[src/hw/rtl/stsi_pkg.sv]
// ----------------------------------------------------------------------------
// stsi_pkg
// Shared types and codes for the sorted table with insert and search.
// ----------------------------------------------------------------------------
`default_nettype none

package stsi_pkg;

   // Width of one stored value and of the reported position
   localparam int VALUE_W = 32;
   localparam int POS_W   = 6;

   // Item kinds
   localparam logic KIND_INSERT = 1'b0;
   localparam logic KIND_SEARCH = 1'b1;

   // Result status codes
   typedef enum logic [1:0] {
      STATUS_INSERTED = 2'd0,
      STATUS_FULL     = 2'd1,
      STATUS_FOUND    = 2'd2,
      STATUS_MISSING  = 2'd3
   } status_type;

   // One result item
   typedef struct packed {
      status_type         status;
      logic [POS_W-1:0]   position;
   } result_type;

endpackage

`default_nettype wire

[src/hw/rtl/stsi_mem.sv]
// ----------------------------------------------------------------------------
// stsi_mem
// Simple dual-port RAM: one write port, one read port, registered read data.
// ----------------------------------------------------------------------------
`default_nettype none

module stsi_mem #(
   parameter  int DEPTH  = 64,
   parameter  int WIDTH  = 32,
   localparam int ADDR_W = $clog2(DEPTH)
) (
   input  wire logic              clock,
   input  wire logic              wr_en,
   input  wire logic [ADDR_W-1:0] wr_addr,
   input  wire logic [WIDTH-1:0]  wr_data,
   input  wire logic              rd_en,
   input  wire logic [ADDR_W-1:0] rd_addr,
   output logic      [WIDTH-1:0]  rd_data
);

   logic [WIDTH-1:0] mem [DEPTH];
   logic [WIDTH-1:0] rd_data_ff;

   // Write port
   always_ff @(posedge clock) begin
      if (wr_en) begin
         mem[wr_addr] <= wr_data;
      end
   end

   // Read port, registered read data
   always_ff @(posedge clock) begin
      if (rd_en) begin
         rd_data_ff <= mem[rd_addr];
      end
   end

   assign rd_data = rd_data_ff;

endmodule

`default_nettype wire

[src/hw/rtl/stsi_engine.sv]
// ----------------------------------------------------------------------------
// stsi_engine
// Sequencer over the table RAM: top-down shift for insert, binary search.
// ----------------------------------------------------------------------------
`default_nettype none

module stsi_engine #(
   parameter int CAPACITY = 64
) (
   input  wire logic                              clock,
   input  wire logic                              reset,
   input  wire logic                              start,
   input  wire logic                              kind,
   input  wire logic signed [stsi_pkg::VALUE_W-1:0] value,
   input  wire logic                              out_free,
   output logic                                   idle,
   output logic                                   done,
   output stsi_pkg::result_type                   result
);

   localparam int AW = $clog2(CAPACITY);
   localparam int CW = $clog2(CAPACITY + 1);
   localparam int PW = (AW > stsi_pkg::POS_W) ? AW : stsi_pkg::POS_W;

   typedef enum logic [2:0] {
      S_IDLE,
      S_INS_RD,
      S_INS_CMP,
      S_SRCH_RD,
      S_SRCH_CMP,
      S_DONE
   } state_type;

   state_type                              state_ff, state_in;
   logic [CW-1:0]                          count_ff, count_in;
   logic signed [stsi_pkg::VALUE_W-1:0]    value_ff, value_in;
   logic [AW-1:0]                          idx_ff, idx_in;
   logic [CW-1:0]                          low_ff, low_in;
   logic [CW-1:0]                          high_ff, high_in;
   logic [AW-1:0]                          mid_ff, mid_in;
   stsi_pkg::result_type                   result_ff, result_in;

   // RAM ports
   logic                                   mem_we;
   logic [AW-1:0]                          mem_waddr;
   logic [stsi_pkg::VALUE_W-1:0]           mem_wdata;
   logic                                   mem_re;
   logic [AW-1:0]                          mem_raddr;
   logic signed [stsi_pkg::VALUE_W-1:0]    mem_rdata;

   // Helpers
   logic [CW-1:0]                          span;
   logic [CW-1:0]                          mid_sum;
   logic [PW-1:0]                          idx_wide;
   logic [PW-1:0]                          mid_wide;
   logic                                   ins_stop;

   stsi_mem #(
      .DEPTH (CAPACITY),
      .WIDTH (stsi_pkg::VALUE_W)
   ) u_mem (
      .clock   (clock),
      .wr_en   (mem_we),
      .wr_addr (mem_waddr),
      .wr_data (mem_wdata),
      .rd_en   (mem_re),
      .rd_addr (mem_raddr),
      .rd_data (mem_rdata)
   );

   // Midpoint and index formatting
   always_comb begin
      span     = high_ff - low_ff;
      mid_sum  = low_ff + (span >> 1);
      idx_wide = PW'(idx_ff);
      mid_wide = PW'(mid_ff);
      // Entry 0 stays below an equal value; later entries only if strictly less
      if (idx_ff == AW'(1)) begin
         ins_stop = (mem_rdata <= value_ff);
      end else begin
         ins_stop = (mem_rdata < value_ff);
      end
   end

   // Next-state logic and RAM control
   always_comb begin
      state_in  = state_ff;
      count_in  = count_ff;
      value_in  = value_ff;
      idx_in    = idx_ff;
      low_in    = low_ff;
      high_in   = high_ff;
      mid_in    = mid_ff;
      result_in = result_ff;
      mem_we    = 1'b0;
      mem_waddr = idx_ff;
      mem_wdata = value_ff;
      mem_re    = 1'b0;
      mem_raddr = idx_ff - AW'(1);

      case (state_ff)
         S_IDLE: begin
            if (start) begin
               value_in = value;
               if (kind == stsi_pkg::KIND_INSERT) begin
                  if (count_ff == CW'(CAPACITY)) begin
                     result_in.status   = stsi_pkg::STATUS_FULL;
                     result_in.position = '0;
                     state_in           = S_DONE;
                  end else begin
                     idx_in   = count_ff[AW-1:0];
                     state_in = S_INS_RD;
                  end
               end else begin
                  low_in   = '0;
                  high_in  = count_ff;
                  state_in = S_SRCH_RD;
               end
            end
         end

         // Reached the bottom: value goes to slot 0, else fetch slot idx-1
         S_INS_RD: begin
            if (idx_ff == '0) begin
               mem_we             = 1'b1;
               mem_waddr          = '0;
               count_in           = count_ff + CW'(1);
               result_in.status   = stsi_pkg::STATUS_INSERTED;
               result_in.position = '0;
               state_in           = S_DONE;
            end else begin
               mem_re   = 1'b1;
               state_in = S_INS_CMP;
            end
         end

         // Either place the value at idx or move entry idx-1 up
         S_INS_CMP: begin
            mem_we = 1'b1;
            if (ins_stop) begin
               count_in           = count_ff + CW'(1);
               result_in.status   = stsi_pkg::STATUS_INSERTED;
               result_in.position = idx_wide[stsi_pkg::POS_W-1:0];
               state_in           = S_DONE;
            end else begin
               mem_wdata = mem_rdata;
               idx_in    = idx_ff - AW'(1);
               state_in  = S_INS_RD;
            end
         end

         S_SRCH_RD: begin
            if (low_ff < high_ff) begin
               mem_re    = 1'b1;
               mem_raddr = mid_sum[AW-1:0];
               mid_in    = mid_sum[AW-1:0];
               state_in  = S_SRCH_CMP;
            end else begin
               result_in.status   = stsi_pkg::STATUS_MISSING;
               result_in.position = '0;
               state_in           = S_DONE;
            end
         end

         S_SRCH_CMP: begin
            if (mem_rdata == value_ff) begin
               result_in.status   = stsi_pkg::STATUS_FOUND;
               result_in.position = mid_wide[stsi_pkg::POS_W-1:0];
               state_in           = S_DONE;
            end else if (mem_rdata < value_ff) begin
               low_in   = CW'(mid_ff) + CW'(1);
               state_in = S_SRCH_RD;
            end else begin
               high_in  = CW'(mid_ff);
               state_in = S_SRCH_RD;
            end
         end

         // Hold the result until the output register can take it
         S_DONE: begin
            if (out_free) begin
               state_in = S_IDLE;
            end
         end

         default: begin
            state_in = S_IDLE;
         end
      endcase
   end

   // State and registered outputs
   always_ff @(posedge clock) begin
      if (reset) begin
         state_ff <= S_IDLE;
         count_ff <= '0;
      end else begin
         state_ff <= state_in;
         count_ff <= count_in;
      end
      value_ff  <= value_in;
      idx_ff    <= idx_in;
      low_ff    <= low_in;
      high_ff   <= high_in;
      mid_ff    <= mid_in;
      result_ff <= result_in;
   end

   assign idle   = (state_ff == S_IDLE);
   assign done   = (state_ff == S_DONE) && out_free;
   assign result = result_ff;

endmodule

`default_nettype wire

[src/hw/rtl/sorted_table_insert_search.sv]
// ----------------------------------------------------------------------------
// sorted_table_insert_search
// Sorted table of signed 32-bit values with insert and binary search.
// ----------------------------------------------------------------------------
// Usage:
//   req_ channel: one item per command, req_kind selects insert or search,
//   req_value carries the value. rsp_ channel: one item per request, with
//   rsp_status and rsp_position.
//   Insert walks from the top of the table down, one entry at a time (RAM
//   read, then compare and write back). A search does one RAM read and one
//   compare per halving step. An insert into a full table goes straight to
//   its result without a RAM access. One item is in work at a time; the next
//   is taken in the cycle after the result is registered. Reset empties the
//   table at once (the count goes to zero; RAM contents are not cleared).
//   When rsp_ready is low the result sits in the output register and the
//   block still takes and works on the next item; it then waits with that
//   item's result until the output register is free.
// ----------------------------------------------------------------------------
`default_nettype none

module sorted_table_insert_search #(
   parameter int CAPACITY = 64
) (
   input  wire logic                                clock,
   input  wire logic                                reset,
   input  wire logic                                req_valid,
   output logic                                     req_ready,
   input  wire logic                                req_kind,
   input  wire logic signed [stsi_pkg::VALUE_W-1:0] req_value,
   output logic                                     rsp_valid,
   input  wire logic                                rsp_ready,
   output logic [1:0]                               rsp_status,
   output logic [stsi_pkg::POS_W-1:0]               rsp_position
);

   logic                 eng_idle;
   logic                 eng_done;
   logic                 out_free;
   stsi_pkg::result_type eng_result;

   logic                 rsp_valid_ff, rsp_valid_in;
   stsi_pkg::result_type rsp_result_ff, rsp_result_in;

   assign out_free  = !rsp_valid_ff || rsp_ready;
   assign req_ready = eng_idle;

   stsi_engine #(
      .CAPACITY (CAPACITY)
   ) u_engine (
      .clock    (clock),
      .reset    (reset),
      .start    (req_valid && req_ready),
      .kind     (req_kind),
      .value    (req_value),
      .out_free (out_free),
      .idle     (eng_idle),
      .done     (eng_done),
      .result   (eng_result)
   );

   // Output register
   always_comb begin
      rsp_valid_in  = rsp_valid_ff;
      rsp_result_in = rsp_result_ff;
      if (eng_done) begin
         rsp_valid_in  = 1'b1;
         rsp_result_in = eng_result;
      end else if (rsp_ready) begin
         rsp_valid_in  = 1'b0;
      end
   end

   always_ff @(posedge clock) begin
      if (reset) begin
         rsp_valid_ff <= 1'b0;
      end else begin
         rsp_valid_ff <= rsp_valid_in;
      end
      rsp_result_ff <= rsp_result_in;
   end

   assign rsp_valid    = rsp_valid_ff;
   assign rsp_status   = rsp_result_ff.status;
   assign rsp_position = rsp_result_ff.position;

endmodule

`default_nettype wire

[config.mk]
export PLATFORM = sky130hd
export DESIGN_NAME = sorted_table_insert_search
export DESIGN_NICKNAME = d
export VERILOG_FILES = /design/src/hw/rtl/stsi_pkg.sv /design/src/hw/rtl/stsi_mem.sv /design/src/hw/rtl/stsi_engine.sv /design/src/hw/rtl/sorted_table_insert_search.sv
export SDC_FILE = /design/constraint.sdc
export NUM_CORES = 2
export LEC_CHECK = 0
export BUFFER_PORTS_ARGS = -buffer_cell sky130_fd_sc_hd__buf_4
export CORE_ASPECT_RATIO = 0.6
export CORE_MARGIN = 5
export CORE_UTILIZATION = 25
export DETAILED_ROUTE_END_ITERATION = 12
export PLACE_DENSITY = 0.38
export SYNTH_ARGS = -nofsm -noshare
export SYNTH_HDL_FRONTEND = slang
export SYNTH_SLANG_ARGS = --single-unit
[constraint.sdc]
create_clock -name clock -period 12.32 [get_ports clock]
set_input_delay 2.464 -clock clock [delete_from_list [all_inputs] [get_ports clock]]
set_output_delay 2.464 -clock clock [all_outputs]
set_load 0.01 [all_outputs]
==> results.sh <==
export IMPL_syn_num_nets=5456
export IMPL_fin_area_um2=98120
export IMPL_yosysSeqAreaShare_pct=76.44
export IMPL_critPathKind="register to register"
export IMPL_wire_per_inst_um=30.78
export IMPL_skew_ns=0.07164
export IMPL_grt_pass1_vias=46240
export IMPL_hpwlAfterDp_um=176100
export IMPL_drive_gt1_share_pct=11.34
export IMPL_relSlewSlack_pct=-0.8849
export IMPL_finalMaxSlewViolations=1
export IMPL_ant_nets=0
export IMPL_numClockSinks=2165
export IMPL_cts_buffers=205
export IMPL_die_area_um2=351800
export IMPL_ys_types=59
export IMPL_cts_setup_buffers=0
export IMPL_required_ns=13.00
export IMPL_die_w_um=762.4
export IMPL_postCtsHoldBufs=0
export IMPL_finalNetCount=5582
export IMPL_routed_wl_met2_um=116800
export IMPL_violations="capacitance limit, slew limit"
export IMPL_grtUsageTotal_pct=17.31
export IMPL_max_freq_mhz=148.8
export IMPL_grt_remaining_overflow=0
export IMPL_synth_edf_count=2154
export IMPL_period_needed_ns=6.720
export IMPL_crit_path_end_kind="register"
export IMPL_instances_no_fill=10180
export IMPL_hold_class="register to register"
export IMPL_p_leak_nw=31.69
export IMPL_finalSetupTns_ns=0
export IMPL_dp_slack_ns=5.724
export IMPL_worstSetupStartpointType="register"
export IMPL_setup_slack_ns=5.600
export IMPL_ys_seq_elements=2165
export IMPL_clk_pin_slew_ns=0.07
export IMPL_drcViolationCount=0
export IMPL_placed_area_um2=91880
export IMPL_final_cell_mix="2,154 x edfxtp_1, 815 x nand2_1, 641 x mux2i_1"
export IMPL_numPlacedInstances=9796
export IMPL_p_per_area_nw_per_um2=257.8
export IMPL_initial_core_util_pct=25.15
export IMPL_clock_latency_ns=0.88
export IMPL_syn_to_final_growth_pct=15.56
export IMPL_vias_per_cell=4.890
export IMPL_synth_flop_cell="edfxtp_1"
export IMPL_synth_area_um2=84910
export IMPL_cap_violations=1
export IMPL_coreArea_um2=337500
export IMPL_gp_congestion=0.8228
export IMPL_power_mw=25.30
export IMPL_htree_levels=4
export IMPL_cts_root_buf="clkbuf_16"
export IMPL_worst_pin_slew_ns=1.497
export IMPL_wl_um=313400
export IMPL_finalSetupViolCount=0
export IMPL_clock_path_buffers=4
export IMPL_drtIter0Drc=5991
export IMPL_top_layer="met5"
export IMPL_cp_arrival_ns=7.40
export IMPL_async_flop_share_pct=0
export IMPL_crit_path_frequent_cell="buf_4"
export IMPL_postLayoutCoreUtil_pct=29.07
export IMPL_grt_max_degree=126
export IMPL_hold_ws_ns=0.4242
export IMPL_firstDrtPassIters=6
export IMPL_via_count=49780
export IMPL_hold_viol_final=0
export IMPL_antenna_found_initial=48
export IMPL_met1_length_um=165500
export IMPL_postCtsResizedCells=0
export IMPL_ios=47
export IMPL_ir_drop_mv=0.2066
export IMPL_io_buffers=46
export IMPL_status="complete, but fails checks"
export IMPL_synthCells=5368
export IMPL_path_cells="inv_1 > ha_1 > and3_1 > a221oi_2 > o211ai_2 > inv_2 > mux2i_4 > buf_4 > buf_4 > buf_4 > nand2_1 > a31oi_1 > nand4_1 > nand4_1"
export IMPL_avgSynthCellArea_um2=15.82
export IMPL_fin_crit_sh_pct=54.55
export IMPL_crit_fanout=63
export IMPL_die_height_um=461.4
export IMPL_worst_path_largest_cell_delay_ns=0.90
export IMPL_rsz0062_at_grt="no"
export IMPL_row_count=165
export IMPL_cp_slowest_cell="nand4_1"
export IMPL_mostFrequentLayoutCell="edfxtp_1"
export IMPL_nFillCells=33560
export IMPL_dr_wl_met3_um=27190
export IMPL_grt_pass1_wl_um=420100
export IMPL_cts_tree="yes"
export IMPL_synth_yosys_warnings=0
[synthesized netlist by cell type (7+ instances only)]
library cell | n | area, um^2
buf_4 | 21 | 157.7
nor2b_1 | 10 | 62.56
nand2_1 | 815 | 3059
nand3_1 | 237 | 1186
a32oi_1 | 87 | 762.0
a31oi_1 | 90 | 563.0
nor2_1 | 99 | 371.6
clkbuf_1 | 130 | 488.0
nand2b_1 | 10 | 62.56
inv_1 | 54 | 202.7
a21o_1 | 10 | 75.07
o22ai_1 | 250 | 1564
o31ai_1 | 7 | 52.55
nand4_1 | 109 | 681.9
buf_2 | 124 | 620.6
a222oi_1 | 23 | 230.2
o21ai_0 | 138 | 690.7
a21oi_1 | 59 | 295.3
or4_1 | 10 | 75.07
xor2_1 | 9 | 78.83
mux2i_1 | 642 | 6426
and4_1 | 35 | 306.5
ha_1 | 49 | 613.1
dfxtp_1 | 11 | 220.2
nor3_1 | 8 | 40.04
mux2_2 | 36 | 405.4
and3_1 | 29 | 181.4
xnor2_1 | 9 | 78.83
edfxtp_1 | 2154 | 64680
buf_1 | 38 | 142.6
[where the power goes]
group | total (mW) | switching [mW] | internal (mW)
Clock | 6.17 | 2.84 | 3.33
Sequential | 9.33 | 0.333 | 9.00
Combinational | 9.79 | 7.30 | 2.49
Total | 25.3 | 10.5 | 14.8
[critical path: cells and delay by family, from the launching register on]
| family | cells | cell delay (ns) |
|---|---|---|
| buf+inv | 5 | 2.67 |
| simple gates | 4 | 1.64 |
| compound gates | 3 | 0.77 |
| mux | 1 | 0.60 |
| flops | 1 | 0.42 |
| fa+ha+maj | 1 | 0.27 |
[final cells by class]
cell class	count	area [um^2]	share of cell area, %
inverter	55	206.4	0.2104
antenna	29	72.57	0.07396
tap	4509	5642	5.750
timing repair buffer	237	1991	2.029
clock buffer	255	5381	5.484
multi-input combinational	2830	19140	19.51
sequential	2165	64900	66.15
clock inverter	101	783.3	0.7983
[sequential cells by signal, indices dropped and copies added, names as in the netlist]
register / flops
rsp_position: 6
u_engine.u_mem.mem: 2048
u_engine.high_ff: 7
u_engine.result: 8
u_engine.value_ff: 32
u_engine.state_ff: 3
u_engine.u_mem.rd_data: 32
rsp_valid: 1
rsp_status: 2
u_engine.low_ff: 7
u_engine.mid_ff: 6
u_engine.idx_ff: 6
u_engine.count_ff: 7
[worst paths after layout]
kind	slack, ns	startpoint	cells after the start	end
worst max register to register	5.60	u_engine.low_ff[5]	14	u_engine.u_mem.rd_data[18]
worst min register to register	0.42	u_engine.result[7]	0	rsp_status[1]
worst min-delay path	0.42	u_engine.result[7]	0	rsp_status[1]
worst max-delay path	5.60	u_engine.low_ff[5]	14	u_engine.u_mem.rd_data[18]
[layer usage]
metal	global-route usage, %	vias to the layer above
met1	29.05	26560
met4	2.386	6
met3	4.281	277
met2	21.97	1795
li1	-	21150
met5	0	-
[cell families (layout without fill, tap and decap cells)]
logic type | after synthesis | in the layout | share of synthesized area (%)
AND/OR/NAND/NOR | 1389 | 1389 | 7.315
buffers and inverters | 373 | 648 | 1.954
flip-flops | 2165 | 2165 | 76.44
multiplexers | 678 | 678 | 8.046
other | 0 | 29 | 0
AO/OA/AOI/OAI | 694 | 694 | 5.290
adder cells (fa/ha/maj) | 51 | 51 | 0.7692
XOR/XNOR | 18 | 18 | 0.1857
Note: power is estimated with default switching activity, not from simulation.
